**src/sv/bsc_pkg.sv**
```systemverilog
// Shared types, constants and drive tables for the sensorless commutation core.
`timescale 1ns / 1ps

package bsc_pkg;

   localparam int RING_DEPTH_DEF = 8;
   localparam int CREDIT_MAX_DEF = 100;

   localparam int TIME_W   = 16;
   localparam int LAG_W    = 10;
   localparam int CREDIT_W = 7;
   localparam int STEP_W   = 3;
   localparam int ALU_W    = 17;
   localparam int CSR_AW   = 3;

   localparam int REQ_DATA_W = 24;
   localparam int RSP_DATA_W = 56;

   localparam logic [TIME_W-1:0] MIN_PT_RST   = 16'd82;
   localparam logic [TIME_W-1:0] MAX_PT_RST   = 16'd8200;
   localparam logic [LAG_W-1:0]  LAG_RST      = 10'd40;
   localparam logic [TIME_W-1:0] BLANK_RST    = 16'd80;
   localparam logic [TIME_W-1:0] START_PT_RST = 16'd2976;

   localparam int CREDIT_INC  = 5;
   localparam int CREDIT_FAIL = 10;

   typedef enum logic [CSR_AW-1:0] {
      CSR_MIN_PT   = 3'd0,
      CSR_MAX_PT   = 3'd1,
      CSR_LAG      = 3'd2,
      CSR_BLANK    = 3'd3,
      CSR_START_PT = 3'd4
   } csr_idx_type;

   typedef enum logic [1:0] {
      REQ_CROSS  = 2'd0,
      REQ_EXPIRY = 2'd1,
      REQ_TICK   = 2'd2,
      REQ_ARM    = 2'd3
   } req_kind_type;

   typedef enum logic [1:0] {
      BLANK_OPEN  = 2'd0,
      BLANK_DELAY = 2'd1,
      BLANK_WAIT  = 2'd2
   } blank_type;

   typedef enum logic [3:0] {
      ST_IDLE,
      ST_PT,
      ST_FILL,
      ST_WALK,
      ST_DIV,
      ST_CHK_LO,
      ST_CHK_HI,
      ST_CHK_MIN,
      ST_CHK_MAX,
      ST_LAG,
      ST_DONE
   } state_type;

   typedef struct packed {
      logic wr_en;
      logic rd_en;
      logic acc_clr;
      logic acc_en;
   } ring_ctl_type;

   function automatic logic [2:0] high_side_f(input logic [STEP_W-1:0] s);
      logic [2:0] r;
      unique case (s)
         3'd0, 3'd1: r = 3'b001;
         3'd2, 3'd3: r = 3'b010;
         3'd4, 3'd5: r = 3'b100;
         default:    r = 3'b000;
      endcase
      return r;
   endfunction

   function automatic logic [2:0] low_side_f(input logic [STEP_W-1:0] s);
      logic [2:0] r;
      unique case (s)
         3'd0, 3'd5: r = 3'b010;
         3'd1, 3'd2: r = 3'b100;
         3'd3, 3'd4: r = 3'b001;
         default:    r = 3'b000;
      endcase
      return r;
   endfunction

   function automatic logic [1:0] sense_f(input logic [STEP_W-1:0] s);
      logic [1:0] r;
      unique case (s)
         3'd0, 3'd3: r = 2'd2;
         3'd1, 3'd4: r = 2'd1;
         default:    r = 2'd0;
      endcase
      return r;
   endfunction

   // Six-step advance; the two unused codes fall back into the sequence.
   function automatic logic [STEP_W-1:0] next_step_f(input logic [STEP_W-1:0] s,
                                                    input logic fwd);
      logic [STEP_W-1:0] r;
      if (fwd) begin
         r = (s >= 3'd5) ? 3'd0 : s + 3'd1;
      end else begin
         r = s - 3'd1;
         if (r >= 3'd6) begin
            r = 3'd5;
         end
      end
      return r;
   endfunction

endpackage

```
**src/sv/bldc_sensorless_commutation_core.sv**
```systemverilog
// Top level of the sensorless six-step commutation core: sequencer, shared unit, registers.
`timescale 1ns / 1ps

// One item at a time; req_tready is high only while the sequencer is idle. A zero crossing
// that opens a new interval goes from acceptance to result through the clamp, the ring walk
// (one ring read a cycle), four plausibility checks and the lag subtraction, then the result
// state; a single 17-bit subtract/compare unit is shared by the clamp, the four plausibility
// checks and the lag subtraction. Depths that are not a power of two add a state after the
// walk in which the ring sum is divided by a reciprocal multiply. An arm item writes one ring
// entry a cycle; every other item goes straight to the result state. The next item is taken
// in the cycle after the result is issued. The result waits in an output register, so the next
// item can be accepted while it is still unread. No clearing pass after reset: unwritten ring entries read as zero.
module bldc_sensorless_commutation_core #(
   parameter int RING_DEPTH = bsc_pkg::RING_DEPTH_DEF,
   parameter int CREDIT_MAX = bsc_pkg::CREDIT_MAX_DEF
) (
   input  logic                              clock,
   input  logic                              reset,
   // config write port
   input  logic                              csr_we,
   input  logic [bsc_pkg::CSR_AW-1:0]        csr_addr,
   input  logic [bsc_pkg::TIME_W-1:0]        csr_wdata,
   // request channel
   input  logic                              req_tvalid,
   output logic                              req_tready,
   // timer_count[15:0], timer_overflow[16], forward[17], running[18], zero fill
   input  logic [bsc_pkg::REQ_DATA_W-1:0]    req_tdata,
   // req_type[1:0]
   input  logic [1:0]                        req_tuser,
   // response channel
   output logic                              rsp_tvalid,
   input  logic                              rsp_tready,
   // step_now[2:0], high_side[5:3], low_side[8:6], sense_phase[10:9], edge_rising[11],
   // delay_load[27:12], delay_start[28], average_time[44:29], phase_ok[45],
   // credit_level[52:46], stall_res[53], zero fill
   output logic [bsc_pkg::RSP_DATA_W-1:0]    rsp_tdata
);

   localparam int POS_W     = (RING_DEPTH > 1) ? $clog2(RING_DEPTH) : 1;
   localparam int SUM_W     = bsc_pkg::TIME_W + POS_W;
   localparam int CNT_W     = $clog2(SUM_W + 1);
   localparam bit RING_POW2 = (RING_DEPTH & (RING_DEPTH - 1)) == 0;
   localparam int PROD_W    = 2 * SUM_W + 1;
   // exact for every sum below 2**SUM_W
   localparam int RECIP     = (1 << (SUM_W + POS_W)) / RING_DEPTH + 1;
   localparam int TW        = bsc_pkg::TIME_W;
   localparam int AW        = bsc_pkg::ALU_W;
   localparam int CW        = bsc_pkg::CREDIT_W;

   // config registers
   logic [TW-1:0]               min_pt_ff, max_pt_ff, blank_ff, start_pt_ff;
   logic [bsc_pkg::LAG_W-1:0]   lag_ff;

   // control state
   bsc_pkg::state_type          state_ff, state_in;
   bsc_pkg::blank_type          blank_ph_ff, blank_ph_in;
   logic [bsc_pkg::STEP_W-1:0]  step_ff, step_in;
   logic [CW-1:0]               credit_ff, credit_in;
   logic [POS_W-1:0]            pos_ff, pos_in;
   logic [CNT_W-1:0]            cnt_ff, cnt_in;
   logic                        rsp_valid_ff, rsp_valid_in;

   // working and payload registers
   logic [TW-1:0]               tcount_ff, tcount_in;
   logic                        ovf_ff, ovf_in;
   logic                        fwd_ff, fwd_in;
   logic [TW-1:0]               quo_ff, quo_in;
   logic                        ok_ff, ok_in;
   logic                        above_min_ff, above_min_in;
   logic [TW-1:0]               dload_ff, dload_in;
   logic                        dstart_ff, dstart_in;
   logic [TW-1:0]               avg_out_ff, avg_out_in;
   logic                        ok_out_ff, ok_out_in;
   logic                        stall_ff, stall_in;
   logic [bsc_pkg::RSP_DATA_W-1:0] rsp_data_ff, rsp_data_in;

   // shared subtract/compare unit
   logic [AW-1:0]               alu_a, alu_b;
   logic [AW:0]                 alu_diff;
   logic                        alu_ge;

   bsc_pkg::ring_ctl_type       ring_ctl;
   logic [POS_W-1:0]            ring_wr_addr, ring_rd_addr;
   logic [TW-1:0]               ring_wr_data;
   logic [SUM_W-1:0]            ring_sum;
   logic [TW-1:0]               ring_min, ring_max;

   logic [TW-1:0]               avg_w;
   logic [TW-1:0]               half_count;
   logic [PROD_W-1:0]           div_prod;
   logic [CW:0]                 credit_up;
   logic                        req_fire;

   bsc_ring #(
      .RING_DEPTH (RING_DEPTH)
   ) u_ring (
      .clock   (clock),
      .reset   (reset),
      .ctl     (ring_ctl),
      .wr_addr (ring_wr_addr),
      .wr_data (ring_wr_data),
      .rd_addr (ring_rd_addr),
      .sum     (ring_sum),
      .min_val (ring_min),
      .max_val (ring_max)
   );

   assign alu_diff = {1'b0, alu_a} - {1'b0, alu_b};
   assign alu_ge   = ~alu_diff[AW];

   assign avg_w      = RING_POW2 ? ring_sum[POS_W +: TW] : quo_ff;
   assign half_count = tcount_ff >> 1;
   assign div_prod   = PROD_W'(ring_sum) * PROD_W'(RECIP);
   assign credit_up  = {1'b0, credit_ff} + (CW + 1)'(bsc_pkg::CREDIT_INC);

   assign req_tready = (state_ff == bsc_pkg::ST_IDLE);
   assign req_fire   = req_tvalid && req_tready;
   assign rsp_tvalid = rsp_valid_ff;
   assign rsp_tdata  = rsp_data_ff;

   always_comb begin
      state_in     = state_ff;
      blank_ph_in  = blank_ph_ff;
      step_in      = step_ff;
      credit_in    = credit_ff;
      pos_in       = pos_ff;
      cnt_in       = cnt_ff;
      rsp_valid_in = rsp_valid_ff && !rsp_tready;
      tcount_in    = tcount_ff;
      ovf_in       = ovf_ff;
      fwd_in       = fwd_ff;
      quo_in       = quo_ff;
      ok_in        = ok_ff;
      above_min_in = above_min_ff;
      dload_in     = dload_ff;
      dstart_in    = dstart_ff;
      avg_out_in   = avg_out_ff;
      ok_out_in    = ok_out_ff;
      stall_in     = stall_ff;
      rsp_data_in  = rsp_data_ff;
      alu_a        = '0;
      alu_b        = '0;
      ring_ctl     = '0;
      ring_wr_addr = pos_ff;
      ring_wr_data = max_pt_ff;
      ring_rd_addr = cnt_ff[POS_W-1:0];

      unique case (state_ff)
         bsc_pkg::ST_IDLE: begin
            if (req_fire) begin
               tcount_in  = req_tdata[TW-1:0];
               ovf_in     = req_tdata[16];
               fwd_in     = req_tdata[17];
               dload_in   = '0;
               dstart_in  = 1'b0;
               avg_out_in = '0;
               ok_out_in  = 1'b0;
               stall_in   = 1'b0;
               cnt_in     = '0;
               state_in   = bsc_pkg::ST_DONE;
               unique case (bsc_pkg::req_kind_type'(req_tuser))
                  bsc_pkg::REQ_CROSS: begin
                     if (blank_ph_ff == bsc_pkg::BLANK_OPEN) begin
                        state_in = bsc_pkg::ST_PT;
                     end
                  end
                  bsc_pkg::REQ_EXPIRY: begin
                     if (blank_ph_ff == bsc_pkg::BLANK_DELAY) begin
                        blank_ph_in = bsc_pkg::BLANK_WAIT;
                        if (req_tdata[18]) begin
                           step_in = bsc_pkg::next_step_f(step_ff, req_tdata[17]);
                        end
                        dload_in  = blank_ff;
                        dstart_in = 1'b1;
                     end else if (blank_ph_ff == bsc_pkg::BLANK_WAIT) begin
                        blank_ph_in = bsc_pkg::BLANK_OPEN;
                     end
                  end
                  bsc_pkg::REQ_TICK: begin
                     if (req_tdata[18]) begin
                        credit_in = (credit_ff > CW'(1)) ? credit_ff - CW'(1) : '0;
                        stall_in  = (credit_ff <= CW'(1));
                     end
                  end
                  bsc_pkg::REQ_ARM: begin
                     blank_ph_in = bsc_pkg::BLANK_OPEN;
                     credit_in   = CW'(CREDIT_MAX);
                     state_in    = bsc_pkg::ST_FILL;
                  end
                  default: ;
               endcase
            end
         end

         // clamp the halved count and store it
         bsc_pkg::ST_PT: begin
            alu_a          = AW'(half_count);
            alu_b          = AW'(max_pt_ff);
            ring_ctl.wr_en = 1'b1;
            ring_wr_data   = (ovf_ff || alu_ge) ? max_pt_ff : half_count;
            pos_in         = (pos_ff == POS_W'(RING_DEPTH - 1)) ? '0 : pos_ff + POS_W'(1);
            cnt_in         = '0;
            state_in       = bsc_pkg::ST_WALK;
         end

         bsc_pkg::ST_FILL: begin
            ring_ctl.wr_en = 1'b1;
            ring_wr_addr   = cnt_ff[POS_W-1:0];
            ring_wr_data   = start_pt_ff;
            cnt_in         = cnt_ff + CNT_W'(1);
            if (cnt_ff == CNT_W'(RING_DEPTH - 1)) begin
               state_in = bsc_pkg::ST_DONE;
            end
         end

         // read one entry a cycle, accumulate the one read before
         bsc_pkg::ST_WALK: begin
            ring_ctl.rd_en   = (cnt_ff < CNT_W'(RING_DEPTH));
            ring_ctl.acc_clr = (cnt_ff == '0);
            ring_ctl.acc_en  = (cnt_ff != '0);
            cnt_in           = cnt_ff + CNT_W'(1);
            if (cnt_ff == CNT_W'(RING_DEPTH)) begin
               cnt_in   = '0;
               ok_in    = 1'b1;
               state_in = RING_POW2 ? bsc_pkg::ST_CHK_LO : bsc_pkg::ST_DIV;
            end
         end

         // average by reciprocal multiply for depths that are not a power of two
         bsc_pkg::ST_DIV: begin
            quo_in   = div_prod[SUM_W + POS_W +: TW];
            state_in = bsc_pkg::ST_CHK_LO;
         end

         bsc_pkg::ST_CHK_LO: begin
            alu_a    = {ring_min, 1'b0};
            alu_b    = AW'(avg_w);
            ok_in    = ok_ff && alu_ge;
            state_in = bsc_pkg::ST_CHK_HI;
         end

         bsc_pkg::ST_CHK_HI: begin
            alu_a    = AW'(avg_w);
            alu_b    = AW'(ring_max >> 1);
            ok_in    = ok_ff && alu_ge;
            state_in = bsc_pkg::ST_CHK_MIN;
         end

         bsc_pkg::ST_CHK_MIN: begin
            alu_a        = AW'(avg_w);
            alu_b        = AW'(min_pt_ff);
            ok_in        = ok_ff && alu_ge;
            above_min_in = alu_ge;
            state_in     = bsc_pkg::ST_CHK_MAX;
         end

         bsc_pkg::ST_CHK_MAX: begin
            alu_a    = AW'(max_pt_ff);
            alu_b    = AW'(avg_w);
            ok_in    = ok_ff && alu_ge;
            state_in = bsc_pkg::ST_LAG;
         end

         // lag-compensated delay, saturating at zero
         bsc_pkg::ST_LAG: begin
            alu_a      = AW'(above_min_ff ? avg_w : min_pt_ff);
            alu_b      = AW'(lag_ff);
            dload_in   = alu_ge ? alu_diff[TW-1:0] : '0;
            dstart_in  = 1'b1;
            avg_out_in = avg_w;
            ok_out_in  = ok_ff;
            if (ok_ff) begin
               credit_in = (credit_up > (CW + 1)'(CREDIT_MAX)) ? CW'(CREDIT_MAX)
                                                               : credit_up[CW-1:0];
            end else begin
               credit_in = (credit_ff > CW'(bsc_pkg::CREDIT_FAIL))
                           ? credit_ff - CW'(bsc_pkg::CREDIT_FAIL) : '0;
            end
            blank_ph_in = bsc_pkg::BLANK_DELAY;
            state_in    = bsc_pkg::ST_DONE;
         end

         bsc_pkg::ST_DONE: begin
            if (!rsp_valid_ff || rsp_tready) begin
               rsp_valid_in = 1'b1;
               rsp_data_in  = {2'b00, stall_ff, credit_ff, ok_out_ff, avg_out_ff,
                               dstart_ff, dload_ff, (step_ff[0] == fwd_ff),
                               bsc_pkg::sense_f(step_ff), bsc_pkg::low_side_f(step_ff),
                               bsc_pkg::high_side_f(step_ff), step_ff};
               state_in     = bsc_pkg::ST_IDLE;
            end
         end

         default: state_in = bsc_pkg::ST_IDLE;
      endcase
   end

   always_ff @(posedge clock) begin
      if (reset) begin
         state_ff     <= bsc_pkg::ST_IDLE;
         blank_ph_ff  <= bsc_pkg::BLANK_OPEN;
         step_ff      <= '0;
         credit_ff    <= '0;
         pos_ff       <= '0;
         cnt_ff       <= '0;
         rsp_valid_ff <= 1'b0;
      end else begin
         state_ff     <= state_in;
         blank_ph_ff  <= blank_ph_in;
         step_ff      <= step_in;
         credit_ff    <= credit_in;
         pos_ff       <= pos_in;
         cnt_ff       <= cnt_in;
         rsp_valid_ff <= rsp_valid_in;
      end
   end

   always_ff @(posedge clock) begin
      tcount_ff    <= tcount_in;
      ovf_ff       <= ovf_in;
      fwd_ff       <= fwd_in;
      quo_ff       <= quo_in;
      ok_ff        <= ok_in;
      above_min_ff <= above_min_in;
      dload_ff     <= dload_in;
      dstart_ff    <= dstart_in;
      avg_out_ff   <= avg_out_in;
      ok_out_ff    <= ok_out_in;
      stall_ff     <= stall_in;
      rsp_data_ff  <= rsp_data_in;
   end

   // config writes; indices past the list are dropped
   always_ff @(posedge clock) begin
      if (reset) begin
         min_pt_ff   <= bsc_pkg::MIN_PT_RST;
         max_pt_ff   <= bsc_pkg::MAX_PT_RST;
         lag_ff      <= bsc_pkg::LAG_RST;
         blank_ff    <= bsc_pkg::BLANK_RST;
         start_pt_ff <= bsc_pkg::START_PT_RST;
      end else if (csr_we) begin
         unique case (csr_addr)
            bsc_pkg::CSR_MIN_PT:   min_pt_ff   <= csr_wdata;
            bsc_pkg::CSR_MAX_PT:   max_pt_ff   <= csr_wdata;
            bsc_pkg::CSR_LAG:      lag_ff      <= csr_wdata[bsc_pkg::LAG_W-1:0];
            bsc_pkg::CSR_BLANK:    blank_ff    <= csr_wdata;
            bsc_pkg::CSR_START_PT: start_pt_ff <= csr_wdata;
            default: ;
         endcase
      end
   end

endmodule

```
**src/sv/bsc_ring.sv**
```systemverilog
// Interval ring store with registered read and the sum, minimum and maximum walk.
`timescale 1ns / 1ps

module bsc_ring #(
   parameter int RING_DEPTH = bsc_pkg::RING_DEPTH_DEF,
   localparam int POS_W = (RING_DEPTH > 1) ? $clog2(RING_DEPTH) : 1,
   localparam int SUM_W = bsc_pkg::TIME_W + POS_W
) (
   input  logic                         clock,
   input  logic                         reset,
   input  bsc_pkg::ring_ctl_type        ctl,
   input  logic [POS_W-1:0]             wr_addr,
   input  logic [bsc_pkg::TIME_W-1:0]   wr_data,
   input  logic [POS_W-1:0]             rd_addr,
   output logic [SUM_W-1:0]             sum,
   output logic [bsc_pkg::TIME_W-1:0]   min_val,
   output logic [bsc_pkg::TIME_W-1:0]   max_val
);

   logic [bsc_pkg::TIME_W-1:0] mem [RING_DEPTH];
   logic [RING_DEPTH-1:0]      valid_ff;
   logic [bsc_pkg::TIME_W-1:0] rd_q_ff;
   logic                       rd_v_ff;
   logic [bsc_pkg::TIME_W-1:0] rd_val;
   logic [SUM_W-1:0]           sum_ff;
   logic [bsc_pkg::TIME_W-1:0] min_ff;
   logic [bsc_pkg::TIME_W-1:0] max_ff;

   always_ff @(posedge clock) begin
      if (ctl.wr_en) begin
         mem[wr_addr] <= wr_data;
      end
      if (ctl.rd_en) begin
         rd_q_ff <= mem[rd_addr];
         rd_v_ff <= valid_ff[rd_addr];
      end
   end

   // entries never written read as zero
   always_ff @(posedge clock) begin
      if (reset) begin
         valid_ff <= '0;
      end else if (ctl.wr_en) begin
         valid_ff[wr_addr] <= 1'b1;
      end
   end

   assign rd_val = rd_v_ff ? rd_q_ff : '0;

   always_ff @(posedge clock) begin
      if (ctl.acc_clr) begin
         sum_ff <= '0;
         min_ff <= '1;
         max_ff <= '0;
      end else if (ctl.acc_en) begin
         sum_ff <= sum_ff + SUM_W'(rd_val);
         if (rd_val < min_ff) begin
            min_ff <= rd_val;
         end
         if (rd_val > max_ff) begin
            max_ff <= rd_val;
         end
      end
   end

   assign sum     = sum_ff;
   assign min_val = min_ff;
   assign max_val = max_ff;

endmodule

```
**config.mk**
```make
export PLATFORM = sky130hd
export DESIGN_NAME = bldc_sensorless_commutation_core
export DESIGN_NICKNAME = d
export VERILOG_FILES = /design/src/sv/bsc_pkg.sv /design/src/sv/bldc_sensorless_commutation_core.sv /design/src/sv/bsc_ring.sv
export SDC_FILE = /design/constraint.sdc
export NUM_CORES = 1
export LEC_CHECK = 0
export ABC_AREA = 1
export BUFFER_PORTS_ARGS = -buffer_cell sky130_fd_sc_hd__buf_4
export CORE_ASPECT_RATIO = 1.25
export CORE_MARGIN = 4
export CORE_UTILIZATION = 51
export DETAILED_ROUTE_END_ITERATION = 12
export GPL_ROUTABILITY_DRIVEN = 1
export HOLD_SLACK_MARGIN = 0.03
export MAX_ROUTING_LAYER = met4
export PLACE_DENSITY = 0.65
export SYNTH_ARGS = -nofsm -noshare
export SYNTH_HDL_FRONTEND = slang
export SYNTH_SLANG_ARGS = --single-unit
```
**constraint.sdc**
```tcl
create_clock -name clock -period 7.87 [get_ports clock]
set_input_delay 0.3935 -clock clock [delete_from_list [all_inputs] [get_ports clock]]
set_output_delay 0.3935 -clock clock [all_outputs]
set_load 0.05 [all_outputs]
```
==> run metrics, run 1 <==
DR WL met3=3909 um; P&R area growth vs syn=13.56%; reg2reg start=state_ff[1]$_SDFFE_PP0P_; Root Buffer=clkbuf_16; LEAKAGE=~9.6 nW; EDFF count, synth=about 250; global-route wire length before repair=87220 um; Row Count=80; Max Cap Viol=0; setup bufs post-CTS=0; sequential fraction of the synthesis area=54.22%; Hold Crit Endpoint=fwd_ff$_DFFE_PP_; RSZ-0062 raised after global routing=false; max reg flops=128; H-tree depth=2; outcome=finished clean; Achievable Freq=0.1690 GHz; Placer Congestion=0.9619; Synth top area share=38.28%; DR pass1 iterations=6; R2R Setup Slk=between 1500 and 2000 ps; HPWL after detailed placement=41010 um; most common cell in the synthesized netlist=nand2_1; WL/cell=a little under 20 um; PD cells=approximately 360 nW/um^2; clock skew=14.06 ps; Setup TNS=0 ps; largest reg by FF count=u_ring.mem; cell area after synthesis=slightly below 20000 sq um; Hold Path Origin=req_tdata[17]; Top cell by count, worst path=nand2_1; actual slew at the worst max-slew pin=1285 ps; number of slew-limit violations in the final report=0; Chip Width=184.4 um; predominant post-synthesis flop cell=edfxtp_1; Ports=108; Top Metal Used=met4; Hold/Removal Path Class=input pin to flip-flop; Skew-Pair Late Insertion Delay=around 550 ps; met2 WL post-DR=27610 um; Slew HR=14.07%; crit end category=flip-flop; Crit path arrival time=about 6100 ps; clock slew at reported path FFs=60 ps; fraction of layout cells with a size suffix above 1=8.074%; Tmin final=~5900 ps; synthesized flop and latch total=approximately 410; Detailed Route Iter0 Violations=1293; Sink Count=411; reg2reg end=u_ring.mem[0][8]$_DFFE_PP_; fin crit share=approximately three quarters; Post-Place Setup Slack=between 2000 and 2500 ps; CTS buffer count=42; Avg Cell Area, Syn=8.785 sq um; largest cells by area after synthesis=edfxtp_1, dfxtp_1, nand2_1, nor2_1, o21ai_0; post-synthesis instance total=2259; largest net degree at the start of global routing=81; clock tree from TritonCTS=built; worst setup margin=1951 ps; number of global-route vias before repair=~16000; GRT overflow=0; DRT antenna net count=0; crit path kind=flip-flop to flip-flop; Starting Density=51.77%; Vias=16239; CP Cell Sequence=nor2_1 > nand2_1 > inv_1 > nor2_1 > o21ai_0 > a2111oi_0 > ha_1 > a21oi_1 > nand2_1 > inv_1 > nand2_1 > nand2_1 > nand2_1 > nand2_1 > nand3_1 > a21oi_1 > nand2_1; Distinct cells, synth=53; synth cell count leaders=nand2_1, nor2_1, edfxtp_1; Post-route DRC=0; final setup violation count=0; die height=228.5 um; initial antenna violation count=1; filler cell count=3356; slowest CP cell=nand3_1; CP delay by family, top=simple AND/OR/NAND/NOR gates; final net count=roughly 2500; Synth area leader=edfxtp_1; core area=38340 sq um; maximum vdd drop=246.9 uV; Worst Setup SP=state_ff[1]$_SDFFE_PP0P_; Hold Path Stages=1; crit start category=flip-flop; crit-path max cell delay=900 ps; Worst R2R Path Depth=17; M1 WL=22250 um; CP Max Fanout=31; Fin. Hold Viols=0; die area=42150 sq um; via/cell ratio=5.656; Async SR Flop Fraction=0%; Max Buffers Root-to-Sink=3; Buf/Inv on CP=2; yosys warns=0; PortBufs=99; final WL=around 57000 um; Crit path required time=8080 ps; Total GRT Usage=27.27%
placed cells by master (no fill, tap or decap), types with 12 or more instances in the layout:
| master | n |
|---|---|
| nand2_1 | 384 |
| nor2_1 | 349 |
| edfxtp_1 | 253 |
| inv_1 | 247 |
| o21ai_0 | 242 |
| dfxtp_1 | 157 |
| a21oi_1 | 145 |
| buf_4 | 112 |
| ha_1 | 86 |
| nand3_1 | 81 |
| o22ai_1 | 47 |
| clkbuf_16 | 43 |
| nand4_1 | 24 |
| a31oi_1 | 19 |
| nor3_1 | 17 |
| dlygate4sd3_1 | 16 |
| a221oi_1 | 15 |
| clkinv_1 | 12 |
power breakdown:
| part | leakage (nW) | switching [W] | internal, W |
|---|---|---|---|
| sequential | 3.63 | 0.000176 | 0.00280 |
| combinational | 5.26 | 0.00224 | 0.000948 |
| clock | 0.677 | 0.000834 | 0.00122 |
kinds of logic after synthesis:
| family | Yosys count | synth area share, % |
|---|---|---|
| other | 1 | 0.01890 |
| adders and majority gates | 88 | 5.624 |
| buffers and inverters | 346 | 6.727 |
| DFF | 411 | 54.22 |
| and+or+nand+nor | 882 | 18.22 |
| AOI/OAI and AO/OA | 512 | 14.35 |
| xor gates and xnor gates | 19 | 0.8385 |
metal layers:
layer	global-route usage, %	vias to the layer above
met2	45.16	641
met1	32.82	7601
met5	-	-
met3	3.820	162
met4	12.90	0
li1	-	7835
per-stage QoR:
step	cell area (sq um)	cells	hold slack [ps]	util, %	total power, W
final	22540	2871	71.81	58.78	0.008218
after global routing	22540	2871	64.36	58.78	0.008728
after CTS	22530	2870	50.36	58.78	0.008244
after detailed placement	20960	2777	404.5	54.67	0.006171
after global placement	20960	2777	401.9	54.67	0.006120
after floorplan	19850	2260	400.3	-	0.005164
final cells by class:
type | count | area, sq um | area share, %
flip-flops and latches | 411 | 10760 | 47.75
inverters | 259 | 974.7 | 4.325
multi-input cells | 1503 | 7765 | 34.46
well taps | 492 | 615.6 | 2.732
diodes | 1 | 2.502 | 0.01110
clock inverters | 22 | 274.0 | 1.216
clock buffers | 55 | 1141 | 5.064
repair buffers | 128 | 1001 | 4.442
worst max path at each step:
stage / to / cells past startpoint
after floorplan: rsp_tdata[0]$_DFFE_PP_ / 4
after global placement: u_ring.mem[1][10]$_DFFE_PP_ / 17
after detailed placement: u_ring.mem[3][10]$_DFFE_PP_ / 17
after CTS: u_ring.mem[1][10]$_DFFE_PP_ / 17
after global routing: u_ring.mem[6][11]$_DFFE_PP_ / 17
final: u_ring.mem[0][8]$_DFFE_PP_ / 17
timing repair:
item | in CTS | in global routing
gates resized for setup | 0 | 0
hold buffers | 16 | 0
hold endpoints to repair | 16 | 0
No activity file was read; power rests on OpenSTA's default activity.
==> run 2, diff against run 1 <==
==> constraint.sdc (replaced) <==
create_clock -name clock -period 5.95 [get_ports clock]
set_input_delay 0.2975 -clock clock [delete_from_list [all_inputs] [get_ports clock]]
set_output_delay 0.2975 -clock clock [all_outputs]
set_load 0.05 [all_outputs]
==> run 2 against run 1 <==
Effect of this change:
- global-route usage shrank 0.38 points
- die area is the same
- flip-flop and latch count is the same
- worst setup slack lost 930 ps
- via count shrank 0.68%
- register-to-register slack lost 930 ps
- critical path type unchanged
==> run metrics, run 2 (same netlist as run 1, synthesis figures left out) <==
PD cells=482.9 nW/um^2 (+32%); Vias=16128 (-0.68%); CTS buffer count=42 (unchanged); DRT antenna net count=0 (unchanged); final net count=2491 (+0.32%); Max Buffers Root-to-Sink=3 (unchanged); actual slew at the worst max-slew pin=1202 ps (-83.75 ps); CP Max Fanout=31 (unchanged); Placed Area=20950 sq um (about the same); post-route cell area=22710 sq um (+0.78%); Chip Width=184.4 um (unchanged); DR pass1 iterations=8 (+2); Worst Setup SP=state_ff[1]$_SDFFE_PP0P_; number of slew-limit violations in the final report=0 (unchanged); count of cell instances traversed by the critical path=18 (+1); WL/cell=19.52 um (-1.7%); crit end category=flip-flop; clock slew at reported path FFs=70 ps (about the same); Post-route DRC=0 (unchanged); most frequent cells in the layout=nand2_1, nor2_1, edfxtp_1; largest reg by FF count=u_ring.mem; LEAKAGE=9.643 nW (+0.76%); final setup violation count=0 (unchanged); maximum vdd drop=348.3 uV (+41%); Ports=108 (unchanged); Starting Density=51.77% (unchanged); CP delay by family, top=simple AND/OR/NAND/NOR gates; Row Count=80 (unchanged); number of global-route vias before repair=15178 (-2.2%); slowest CP cell=nor2_1; Setup TNS=0 ps (unchanged); most common cell after layout, fill and taps aside=nand2_1; largest net degree at the start of global routing=82 (+1.2%); CP Cell Sequence=nor2_1 > nand2_1 > inv_1 > nor2_1 > o21ai_0 > a2111oi_0 > ha_1 > nand2_1 > nand2_1 > nand3_1 > nand2_1 > a21oi_1 > nand2_1 > nand2_1 > nand3_1 > buf_4 > a21oi_1 > nand2_1; Total GRT Usage=26.89% (-0.38 points); Core Util, Final=59.24% (+0.46 points); Design Power=0.01097 W (+33%); Top cell by count, worst path=nand2_1; Crit path required time=6180 ps (-1900 ps); global-route wire length before repair=85860 um (-1.6%); filler cell count=3387 (+0.92%); setup bufs post-CTS=0 (unchanged); clock skew=20.10 ps (+6.046 ps); Tmin final=4929 ps (-989.3 ps); Root Buffer=clkbuf_16; cts repair resizes=0 (unchanged); crit-path max cell delay=720 ps (-180 ps); Achievable Freq=0.2029 GHz (+20%); PortBufs=99 (unchanged); Worst R2R Path Depth=18 (+1); P&R area growth vs syn=14.44%; GRT overflow=0 (unchanged); final WL=56210 um (-1.4%); clock tree from TritonCTS=built; Slew HR=19.60% (+5.5 points); outcome=finished clean; Skew-Pair Late Insertion Delay=550 ps (about the same); H-tree depth=2 (unchanged); Fin. Hold Viols=0 (unchanged); Crit path arrival time=5160 ps (-970 ps); core area=38340 sq um (unchanged); die area=42150 sq um (unchanged); crit start category=flip-flop; R2R Setup Slk=1020 ps (-930 ps); max reg flops=128 (unchanged); worst setup path end=u_ring.mem[1][8]$_DFFE_PP_; Placer Congestion=0.9427 (-2.0%); Buf/Inv on CP=2 (unchanged); die height=228.5 um (unchanged); reg2reg end=u_ring.mem[1][8]$_DFFE_PP_; RSZ-0062 raised after global routing=false; Max Cap Viol=0 (unchanged); Sink Count=411 (unchanged); reg2reg start=state_ff[1]$_SDFFE_PP0P_; Post-CTS Hold Buffers=25 (+9); Hold/Removal Path Class=input pin to flip-flop; crit path kind=flip-flop to flip-flop; Post-Place Setup Slack=1195 ps (-1065 ps); HPWL after detailed placement=40240 um (-1.9%); via/cell ratio=5.602 (-0.96%); fraction of layout cells with a size suffix above 1=8.298% (+0.22 points); worst setup margin=1021 ps (-930.7 ps); fin crit share=82.84% (+7.6 points); Detailed Route Iter0 Violations=1512 (+17%); initial antenna violation count=1 (unchanged)
## run 2: changes by cell type in the layout (fill, tap and decap cells not counted), sizes merged
cell         change
inv              -1
buf              -1
clkinv           +1
clkinvlp         +3
bufinv           +3
dlygate4sd3      +9
clkbuf           -6
## run 2: worst min path at each step
| stage | startpoint | endpoint | slack [ps] | depth (start not counted) |
|---|---|---|---|---|
| after global routing | csr_wdata[11] | start_pt_ff[11]$_SDFFE_PP1P_ | 50 | 3 |
| after detailed placement | dload_ff[6]$_DFFE_PP_ | rsp_tdata[18]$_DFFE_PP_ | 400 | 0 |
| after global placement | dload_ff[10]$_DFFE_PP_ | rsp_tdata[22]$_DFFE_PP_ | 400 | 0 |
| after CTS | csr_wdata[1] | min_pt_ff[1]$_SDFFE_PP1P_ | 30 | 3 |
| final | csr_wdata[1] | min_pt_ff[1]$_SDFFE_PP1P_ | 60 | 3 |
| after floorplan | req_tdata[17] | fwd_ff$_DFFE_PP_ | 400 | 0 |
## run 2: layout make-up
class | instances | area, sq um | share of cell area [%]
antenna | 1 | 2.502 | 0.01102
inverter | 259 | 974.7 | 4.292
sequential | 411 | 10760 | 47.38
timing repair buffer | 136 | 1084 | 4.771
clock buffer | 49 | 1129 | 4.969
multi-input combinational | 1503 | 7765 | 34.19
clock inverter | 28 | 380.4 | 1.675
tap | 492 | 615.6 | 2.710
## run 2: through the flow
stage          std cells  hold WS, ps
2_1_floorplan       2260        396.4
3_3_place_gp        2776        400.3
3_5_place_dp        2776        404.5
4_1_cts             2878        31.28
5_1_grt             2879        45.29
6_report            2879        64.63
## run 2: power by group
part	internal, W	switching, W
Clock	0.00175	0.00111
Sequential	0.00370	0.000229
Combinational	0.00125	0.00293
Total	0.00670	0.00426
## run 2: tightest hold or removal path: cells and delay by family
kind,cells,cell delay (ps)
AOI/OAI and AO/OA,1,80
buffers and inverters,1,140
and+or+nand+nor,1,60
## run 2: routing by layer
layer  vias up  part of all wire, %  wire (um)  global-route usage [%]
li1       7876                    -          -                       -
met1      7476                   40      22270                   32.69
met2       609                   48      26820                   44.18
met3       167                  6.7       3756                   3.550
met4         0                  6.0       3366                   13.06
met5         -                    0          0                       -
